**src/rtl/rffe_pkg.sv**
```systemverilog
// Shared types, codes and widths for the RFFE register frame master.
package rffe_pkg;

  // Field widths of one request item and one slot item
  localparam int unsigned ReqTypeW  = 2;
  localparam int unsigned RegAddrW  = 5;
  localparam int unsigned DataW     = 8;
  localparam int unsigned SlaveW    = 4;
  localparam int unsigned CmdW      = 3;
  localparam int unsigned HeaderW   = SlaveW + CmdW + RegAddrW;
  localparam int unsigned TxW       = HeaderW + DataW;
  localparam int unsigned CntW      = 4;

  // Configuration port
  localparam int unsigned ApbDataW  = 32;
  localparam int unsigned ApbAddrW  = 3;

  // Register indexes
  localparam logic [0:0] RegSlaveAddr = 1'b0;

  // Reset value of the slave address register
  localparam logic [SlaveW-1:0] SlaveAddrRst = 4'd4;

  // Frame commands
  localparam logic [CmdW-1:0] CmdWrite = 3'b010;
  localparam logic [CmdW-1:0] CmdRead  = 3'b011;

  // Slot counts at which a phase ends
  localparam logic [CntW-1:0] HeaderLast = 4'd12;
  localparam logic [CntW-1:0] ByteLast   = 4'd8;
  localparam logic [CntW-1:0] ReadLast   = 4'd10;

  // Request codes
  typedef enum logic [ReqTypeW-1:0] {
    REQ_WRITE = 2'd0,
    REQ_READ  = 2'd1,
    REQ_TICK  = 2'd2,
    REQ_NONE  = 2'd3
  } rffe_req_e;

  // Frame phases
  typedef enum logic [7:0] {
    PH_IDLE   = 8'b0000_0001,
    PH_START  = 8'b0000_0010,
    PH_HEADER = 8'b0000_0100,
    PH_HPAR   = 8'b0000_1000,
    PH_WDATA  = 8'b0001_0000,
    PH_WPAR   = 8'b0010_0000,
    PH_PARK   = 8'b0100_0000,
    PH_RDATA  = 8'b1000_0000
  } rffe_phase_e;

  // One bus slot result
  typedef struct packed {
    logic             sdata_level;
    logic             sdata_drive;
    logic             sclk_pulse;
    logic             start_pulse;
    logic [DataW-1:0] read_data;
    logic             read_valid;
    logic             last;
    logic             idle_slot;
  } rffe_slot_t;

endpackage

```
**src/rtl/rffe_ifs.sv**
```systemverilog
// Valid/ready channel interfaces for request items and bus slot items.
interface rffe_req_if;
  import rffe_pkg::*;
  logic                valid;
  logic                ready;
  logic [ReqTypeW-1:0] req_type;
  logic [RegAddrW-1:0] reg_addr;
  logic [DataW-1:0]    write_data;
  logic                sdata_in;

  modport source (output valid, req_type, reg_addr, write_data, sdata_in, input ready);
  modport sink   (input valid, req_type, reg_addr, write_data, sdata_in, output ready);
endinterface

interface rffe_slot_if;
  import rffe_pkg::*;
  logic             valid;
  logic             ready;
  logic             sdata_level;
  logic             sdata_drive;
  logic             sclk_pulse;
  logic             start_pulse;
  logic [DataW-1:0] read_data;
  logic             read_valid;
  logic             last;
  logic             idle_slot;

  modport source (output valid, sdata_level, sdata_drive, sclk_pulse, start_pulse,
                  read_data, read_valid, last, idle_slot, input ready);
  modport sink   (input valid, sdata_level, sdata_drive, sclk_pulse, start_pulse,
                  read_data, read_valid, last, idle_slot, output ready);
endinterface

```
**src/rtl/rffe_register_frame_master.sv**
```systemverilog
// A tick item's slot item is registered in the output register, or in the skid entry while the output waits.
// Throughput: one item per cycle while ready is high; the frame state is updated in a single pass.
// A two-entry output stage (result register plus skid) lets items enter while
// a slot item waits downstream; ready drops only when both entries are full.
// Reset (rst_ni low, asynchronous): idle phase, slave address 4, output empty.
// A write frame is 24 slots, a read frame 25 slots, plus the loading request.
module rffe_register_frame_master
  import rffe_pkg::*;
(
  input  logic                clk_i,
  input  logic                rst_ni,
  rffe_req_if.sink            in_i,
  rffe_slot_if.source         out_o,
  input  logic                psel,
  input  logic                penable,
  input  logic                pwrite,
  input  logic [ApbAddrW-1:0] paddr,
  input  logic [ApbDataW-1:0] pwdata,
  output logic [ApbDataW-1:0] prdata,
  output logic                pready
);

  // Configuration register
  logic [SlaveW-1:0] slave_q;
  logic              reg_sel;

  // Frame state
  rffe_phase_e       phase_q, phase_d;
  logic [CntW-1:0]   cnt_q, cnt_d;
  logic [TxW-1:0]    tx_q, tx_d;
  logic [DataW-1:0]  rx_q, rx_d;
  logic              is_read_q, is_read_d;
  logic              par_q, par_d;

  // Output stage
  rffe_slot_t        slot;
  rffe_slot_t        out_q, skid_q;
  logic              out_valid_q, skid_valid_q;

  logic              in_fire;
  logic              is_req;
  logic              is_tick;
  logic [CntW-1:0]   cnt_inc;
  logic [CmdW-1:0]   cmd;

  // APB access, one register
  assign pready  = 1'b1;
  assign reg_sel = (paddr[ApbAddrW-1] == RegSlaveAddr);
  assign prdata  = reg_sel ? {{(ApbDataW-SlaveW){1'b0}}, slave_q} : '0;

  always_ff @(posedge clk_i or negedge rst_ni) begin
    if (!rst_ni) begin
      slave_q <= SlaveAddrRst;
    end else if (psel && penable && pwrite && reg_sel) begin
      slave_q <= pwdata[SlaveW-1:0];
    end
  end

  // Input handshake
  assign in_i.ready = !skid_valid_q;
  assign in_fire    = in_i.valid && in_i.ready;
  assign is_req     = (in_i.req_type == REQ_WRITE) || (in_i.req_type == REQ_READ);
  assign is_tick    = (in_i.req_type == REQ_TICK);
  assign cnt_inc    = cnt_q + 1'b1;
  assign cmd        = (in_i.req_type == REQ_READ) ? CmdRead : CmdWrite;

  // Load a frame on a request in the idle phase, emit one slot on a tick
  always_comb begin
    phase_d   = phase_q;
    cnt_d     = cnt_q;
    tx_d      = tx_q;
    rx_d      = rx_q;
    is_read_d = is_read_q;
    par_d     = par_q;
    slot      = '0;
    slot.sdata_drive = 1'b1;

    if (in_fire && is_req && (phase_q == PH_IDLE)) begin
      is_read_d = (in_i.req_type == REQ_READ);
      tx_d      = {slave_q, cmd, in_i.reg_addr,
                   (in_i.req_type == REQ_WRITE) ? in_i.write_data : {DataW{1'b0}}};
      cnt_d     = '0;
      par_d     = 1'b0;
      rx_d      = '0;
      phase_d   = PH_START;
    end else if (in_fire && is_tick) begin
      case (phase_q)
        PH_START: begin
          slot.start_pulse = 1'b1;
          slot.sdata_level = 1'b1;
          cnt_d   = '0;
          par_d   = 1'b0;
          phase_d = PH_HEADER;
        end
        PH_HEADER, PH_WDATA: begin
          // shift out MSB first and fold it into the parity
          slot.sdata_level = tx_q[TxW-1];
          slot.sclk_pulse  = 1'b1;
          par_d = par_q ^ tx_q[TxW-1];
          tx_d  = {tx_q[TxW-2:0], 1'b0};
          cnt_d = cnt_inc;
          if (phase_q == PH_HEADER && cnt_inc >= HeaderLast) begin
            cnt_d   = '0;
            phase_d = PH_HPAR;
          end else if (phase_q == PH_WDATA && cnt_inc >= ByteLast) begin
            cnt_d   = '0;
            phase_d = PH_WPAR;
          end
        end
        PH_HPAR: begin
          slot.sdata_level = ~par_q;
          slot.sclk_pulse  = 1'b1;
          par_d   = 1'b0;
          cnt_d   = '0;
          phase_d = is_read_q ? PH_PARK : PH_WDATA;
        end
        PH_WPAR: begin
          slot.sdata_level = ~par_q;
          slot.sclk_pulse  = 1'b1;
          par_d   = 1'b0;
          phase_d = PH_PARK;
        end
        PH_PARK: begin
          slot.sclk_pulse = 1'b1;
          cnt_d = '0;
          if (is_read_q) begin
            rx_d    = '0;
            phase_d = PH_RDATA;
          end else begin
            slot.last = 1'b1;
            phase_d   = PH_IDLE;
          end
        end
        PH_RDATA: begin
          // sample eight bits, then clock slave parity and park unchecked
          slot.sdata_drive = 1'b0;
          slot.sclk_pulse  = 1'b1;
          if (cnt_q < ByteLast) begin
            rx_d = {rx_q[DataW-2:0], in_i.sdata_in};
          end
          cnt_d = cnt_inc;
          if (cnt_inc >= ReadLast) begin
            slot.last       = 1'b1;
            slot.read_valid = 1'b1;
            slot.read_data  = rx_d;
            cnt_d   = '0;
            phase_d = PH_IDLE;
          end
        end
        default: begin
          slot.idle_slot = 1'b1;
          phase_d = PH_IDLE;
        end
      endcase
    end
  end

  // Hold frame state
  always_ff @(posedge clk_i or negedge rst_ni) begin
    if (!rst_ni) begin
      phase_q   <= PH_IDLE;
      cnt_q     <= '0;
      tx_q      <= '0;
      rx_q      <= '0;
      is_read_q <= 1'b0;
      par_q     <= 1'b0;
    end else begin
      phase_q   <= phase_d;
      cnt_q     <= cnt_d;
      tx_q      <= tx_d;
      rx_q      <= rx_d;
      is_read_q <= is_read_d;
      par_q     <= par_d;
    end
  end

  // Output register with skid entry
  always_ff @(posedge clk_i or negedge rst_ni) begin
    if (!rst_ni) begin
      out_valid_q  <= 1'b0;
      skid_valid_q <= 1'b0;
    end else if (out_valid_q && !out_o.ready) begin
      if (in_fire && is_tick) begin
        skid_valid_q <= 1'b1;
      end
    end else if (skid_valid_q) begin
      out_valid_q  <= 1'b1;
      skid_valid_q <= 1'b0;
    end else begin
      out_valid_q <= in_fire && is_tick;
    end
  end

  always_ff @(posedge clk_i) begin
    if (out_valid_q && !out_o.ready) begin
      if (in_fire && is_tick) begin
        skid_q <= slot;
      end
    end else if (skid_valid_q) begin
      out_q <= skid_q;
    end else if (in_fire && is_tick) begin
      out_q <= slot;
    end
  end

  // Drive the slot channel
  assign out_o.valid       = out_valid_q;
  assign out_o.sdata_level = out_q.sdata_level;
  assign out_o.sdata_drive = out_q.sdata_drive;
  assign out_o.sclk_pulse  = out_q.sclk_pulse;
  assign out_o.start_pulse = out_q.start_pulse;
  assign out_o.read_data   = out_q.read_data;
  assign out_o.read_valid  = out_q.read_valid;
  assign out_o.last        = out_q.last;
  assign out_o.idle_slot   = out_q.idle_slot;

endmodule

```
**src/flat_wrapper.sv**
```systemverilog
// flat-port wrapper written by rule: the top's interface ports become plain ports
module rffe_register_frame_master_flat import rffe_pkg::*;
  (clk_i, rst_ni, psel, penable, pwrite, paddr, pwdata, prdata, pready, in_i_valid, in_i_req_type, in_i_reg_addr, in_i_write_data, in_i_sdata_in, in_i_ready, out_o_valid, out_o_sdata_level, out_o_sdata_drive, out_o_sclk_pulse, out_o_start_pulse, out_o_read_data, out_o_read_valid, out_o_last, out_o_idle_slot, out_o_ready);
  rffe_req_if in_i_i ();
  rffe_slot_if out_o_i ();
  input  logic clk_i;
  input  logic rst_ni;
  input  logic psel;
  input  logic penable;
  input  logic pwrite;
  input  logic [ApbAddrW-1:0] paddr;
  input  logic [ApbDataW-1:0] pwdata;
  output logic [ApbDataW-1:0] prdata;
  output logic pready;
  input wire logic [$bits(in_i_i.valid)-1:0] in_i_valid;
  input wire logic [$bits(in_i_i.req_type)-1:0] in_i_req_type;
  input wire logic [$bits(in_i_i.reg_addr)-1:0] in_i_reg_addr;
  input wire logic [$bits(in_i_i.write_data)-1:0] in_i_write_data;
  input wire logic [$bits(in_i_i.sdata_in)-1:0] in_i_sdata_in;
  output wire logic [$bits(in_i_i.ready)-1:0] in_i_ready;
  output wire logic [$bits(out_o_i.valid)-1:0] out_o_valid;
  output wire logic [$bits(out_o_i.sdata_level)-1:0] out_o_sdata_level;
  output wire logic [$bits(out_o_i.sdata_drive)-1:0] out_o_sdata_drive;
  output wire logic [$bits(out_o_i.sclk_pulse)-1:0] out_o_sclk_pulse;
  output wire logic [$bits(out_o_i.start_pulse)-1:0] out_o_start_pulse;
  output wire logic [$bits(out_o_i.read_data)-1:0] out_o_read_data;
  output wire logic [$bits(out_o_i.read_valid)-1:0] out_o_read_valid;
  output wire logic [$bits(out_o_i.last)-1:0] out_o_last;
  output wire logic [$bits(out_o_i.idle_slot)-1:0] out_o_idle_slot;
  input wire logic [$bits(out_o_i.ready)-1:0] out_o_ready;
  assign in_i_i.valid = in_i_valid;
  assign in_i_i.req_type = in_i_req_type;
  assign in_i_i.reg_addr = in_i_reg_addr;
  assign in_i_i.write_data = in_i_write_data;
  assign in_i_i.sdata_in = in_i_sdata_in;
  assign in_i_ready = in_i_i.ready;
  assign out_o_valid = out_o_i.valid;
  assign out_o_sdata_level = out_o_i.sdata_level;
  assign out_o_sdata_drive = out_o_i.sdata_drive;
  assign out_o_sclk_pulse = out_o_i.sclk_pulse;
  assign out_o_start_pulse = out_o_i.start_pulse;
  assign out_o_read_data = out_o_i.read_data;
  assign out_o_read_valid = out_o_i.read_valid;
  assign out_o_last = out_o_i.last;
  assign out_o_idle_slot = out_o_i.idle_slot;
  assign out_o_i.ready = out_o_ready;
  rffe_register_frame_master u_core (.clk_i(clk_i), .rst_ni(rst_ni), .in_i(in_i_i), .out_o(out_o_i), .psel(psel), .penable(penable), .pwrite(pwrite), .paddr(paddr), .pwdata(pwdata), .prdata(prdata), .pready(pready));
endmodule
```
**config.mk**
```make
export PLATFORM = sky130hd
export DESIGN_NAME = rffe_register_frame_master_flat
export DESIGN_NICKNAME = d
export VERILOG_FILES = /design/src/rtl/rffe_pkg.sv /design/src/rtl/rffe_ifs.sv /design/src/rtl/rffe_register_frame_master.sv /design/src/flat_wrapper.sv
export SDC_FILE = /design/constraint.sdc
export NUM_CORES = 1
export LEC_CHECK = 0
export BUFFER_PORTS_ARGS = -buffer_cell sky130_fd_sc_hd__buf_2
export CORE_ASPECT_RATIO = 2
export CORE_UTILIZATION = 56
export CTS_CLUSTER_SIZE = 24
export DETAILED_ROUTE_END_ITERATION = 8
export PLACE_DENSITY = 0.85
export REMOVE_ABC_BUFFERS = 1
export SYNTH_ARGS = -nofsm -noshare
export SYNTH_HDL_FRONTEND = slang
export SYNTH_SLANG_ARGS = --single-unit
```
**constraint.sdc**
```tcl
create_clock -name clk_i -period 5.1 [get_ports clk_i]
set_input_delay 1.02 -clock clk_i [delete_from_list [all_inputs] [get_ports clk_i]]
set_output_delay 1.02 -clock clk_i [all_outputs]
set_load 0.03 [all_outputs]
```
==> flow_summary_export.csv <==
group,metric,value,unit
logic_synthesis,synthTopCellsByArea,"dfrtp_1, edfxtp_1, buf_4",
worst_setup_path,critPathLaunchType,"primary input",
run_status,status,"completed",
cts,cts_hold_buf,0,
cts,cts_made_buffers,9,
logic_synthesis,synth_top_area_cell,"dfrtp_1",
pwr,total_power,0.002158,W
floorplanning,placementRows,42,
routing,via_per_inst,5.550,
logic_synthesis,syn_area,3899,sq um
routing,antenna_left,0,
global_route,grt_use_total,23.17,%
floorplanning,start_util,58.42,%
routing,num_vias,2736,
floorplanning,core-area,6674,sq um
logic_synthesis,async_reset_ff_share,61.54,%
logic_synthesis,synth_edf_count,30,
logic_synthesis,ys_seq_area_share,53.98,%
cts,htreeDepth,3,
global_route,grt_pass1_wl,12200,um
global_route,grt_overflow,0,
worst_setup_path,critPathCaptureType,"register",
pwr,pwr-share-clk,35.3,%
timing,rsz0062_at_grt,"no",
pwr,ir_worst_vdd,0.0003492,V
timing,min_period_over_period,58.23,%
layout,diodes,0,
place,dpl.hpwl,5327,um
floorplanning,design.die.area,7320,sq um
pwr,switching_share,30.96,%
routing,drc,0,
logic_synthesis,ys_ff_latch,78,
logic_synthesis,avgSynthCellArea,10.98,sq um
pwr,comb_power_share,22.7,%
routing,wl,7347,um
cts,cts-root-buf,"clkbuf_16",
layout,synthToLayoutAreaGrowth,13.86,%
timing,final-hold-violation-count,0,
global_route,antenna_found_initial,0,
pwr,p_switching,0.0006680,W
logic_synthesis,yosysTopAreaCellShare,29.53,%
hold_path,worstHoldPathType,"register to register",
floorplanning,chipWidth,61,um
pwr,cellLeakagePower,1.959,nW
global_route,grt_max_degree,49,
logic_synthesis,synth_flop_cell,"dfrtp_1",
cts,clk_pin_slew,0.06,ns
layout,layout-drive-gt1-share,21.73,%
cts,cts_tree,"done",
timing,fin_crit,2.970,ns
routing,drtIter0Drc,100,
cts,post_cts_buffers,0,
worst_setup_path,arrival,3.20,ns
logic_synthesis,ys_top_cells_by_count,"dfrtp_1, nor2_1, nand2_1",
logic_synthesis,syn_inst,355,
routing,firstDrtPassIters,4,
pwr,p_seq_share,41.9,%
pwr,internal_power,0.001490,W
logic_synthesis,yosys.cell_count.top_type,"dfrtp_1",
routing,routedWlPerCell,14.90,um
layout,nets,460,
cts,insertion_delay,0.34,ns
cts,cts_resized,0,
worst_setup_path,required,5.33,ns
worst_setup_path,crit_fanout,18,
timing,slew_violations,0,
logic_synthesis,ys.warnings.count,0,
place,gp_congestion,0.8802,
floorplanning,io_pins,108,
timing,finalSetupTns,0,ns
worst_setup_path,worstSetupPathType,"primary input to register",
pwr,p_per_area,486.1,nW/um^2
timing,fmax,336.7,MHz
floorplanning,die_h,120,um
timing,setup_viol,0,
timing,slew_headroom,16.60,%
cts,clkSinkCount,78,
global_route,grt_pass1_vias,2666,
run,maxCapViolations,0,
cts,cts_buffer_depth,2,
logic_synthesis,yosysUniqueCellTypes,48,
timing,tightest_slew,1.246,ns
timing,finClkSkew,0.004869,ns
place,io_buffers,48,
## metrics by stage
step / cell area (sq um) / util, % / instances / setup slack, ns / hold WS [ns]
5_1_grt: 4439 / 66.52 / 493 / 1.892 / 0.5244
4_1_cts: 4439 / 66.52 / 493 / 2.161 / 0.5042
3_5_place_dp: 4074 / 61.04 / 477 / 1.847 / 0.4912
3_3_place_gp: 4074 / 61.04 / 477 / 1.927 / 0.4764
6_report: 4439 / 66.52 / 493 / 2.130 / 0.4980
2_1_floorplan: 3716 / - / 340 / 2.421 / 0.4590
## metal layers
layer / global-route usage [%] / vias up / share of wire [%]
met5: 0 / - / 0
met4: 17.19 / 0 / 5.3
met3: 4.526 / 29 / 3.8
met2: 38.12 / 98 / 54
met1: 25.04 / 1301 / 36
li1: - / 1308 / -
## worst paths after layout
path                       slack (ns)                start  cells past startpoint                 to
setup / recovery                 2.13     in_i_req_type[1]                      6  u_core.phase_q[6]
hold / removal                   0.50       u_core.tx_q[0]                      2     u_core.tx_q[0]
setup reg to reg                 2.24  u_core.skid_valid_q                      5  u_core.phase_q[6]
hold reg to reg                  0.50       u_core.tx_q[0]                      2     u_core.tx_q[0]
max in group asynchronous        3.56               rst_ni                      1     u_core.tx_q[8]
min in group asynchronous        0.87               rst_ni                      1  u_core.phase_q[6]
## placed cells by master, fill, tap and decap left out, types with 3 or more instances in the layout
master | netlist | final
buf_2 | 2 | 48
dfrtp_1 | 46 | 46
nor2_1 | 38 | 38
nand2_1 | 33 | 33
edfxtp_1 | 30 | 30
conb_1 | 2 | 29
mux2i_1 | 17 | 17
o21ai_0 | 17 | 17
o31ai_1 | 13 | 13
mux2_2 | 12 | 12
nand3_1 | 10 | 10
nor2b_1 | 10 | 10
clkbuf_16 | 0 | 10
nand3b_1 | 9 | 9
o22ai_1 | 8 | 8
a22o_1 | 8 | 8
inv_1 | 6 | 6
a21oi_1 | 6 | 6
nand4b_1 | 5 | 5
xor2_1 | 4 | 4
nand2b_1 | 3 | 3
a31oi_1 | 3 | 3
bufinv_16 | 0 | 3
## worst max-delay path: stages
cell and delay (ns):
buf_2 0.13, nor4_1 0.37, nand4_1 0.69, nand2_1 0.34, o211ai_2 0.30, mux2_2 0.35
## logic make-up after synthesis
kind of cell	synth area share, %
compound gates	11.52
fa+ha+maj	0.6417
buf+inv	8.055
mux	7.830
xor+xnor	0.8985
other cells	0.1926
flops	53.98
simple gates	16.88
## power by group through the flow
stage	clock network (W)	logic, W	registers (W)
6_report	0.000762	0.000490	0.000905
4_1_cts	0.000773	0.000488	0.000902
5_1_grt	0.000793	0.000546	0.000920
3_3_place_gp	0	0.000467	0.000905
3_5_place_dp	0	0.000483	0.000914
2_1_floorplan	0	0.000364	0.000897
## flip-flops by register name (all words and copies together), names as in the netlist
signal and cells:
u_core.cnt_q 4, u_core.is_read_q 1, u_core.out_o.idle_slot 1, u_core.out_o.last 1
u_core.out_o.read_data 8, u_core.out_o.read_valid 1, u_core.out_o.sclk_pulse 1, u_core.out_o.sdata_drive 1
u_core.out_o.sdata_level 1, u_core.out_o.start_pulse 1, u_core.out_o.valid 1, u_core.par_q 1
u_core.phase_q 8, u_core.rx_q 8, u_core.skid_q 15, u_core.skid_valid_q 1
u_core.slave_q 4, u_core.tx_q 20
## layout make-up
| type | instances | area [sq um] |
|---|---|---|
| multi-input cells | 254 | 1582 |
| inverters | 8 | 30.03 |
| flip-flops and latches | 78 | 2105 |
| clock buffers | 10 | 250.2 |
| fillers | 551 | 2235 |
| clock inverters | 6 | 115.1 |
| well taps | 88 | 110.1 |
| repair buffers | 49 | 247.7 |
(Power assumes the default switching activity.)
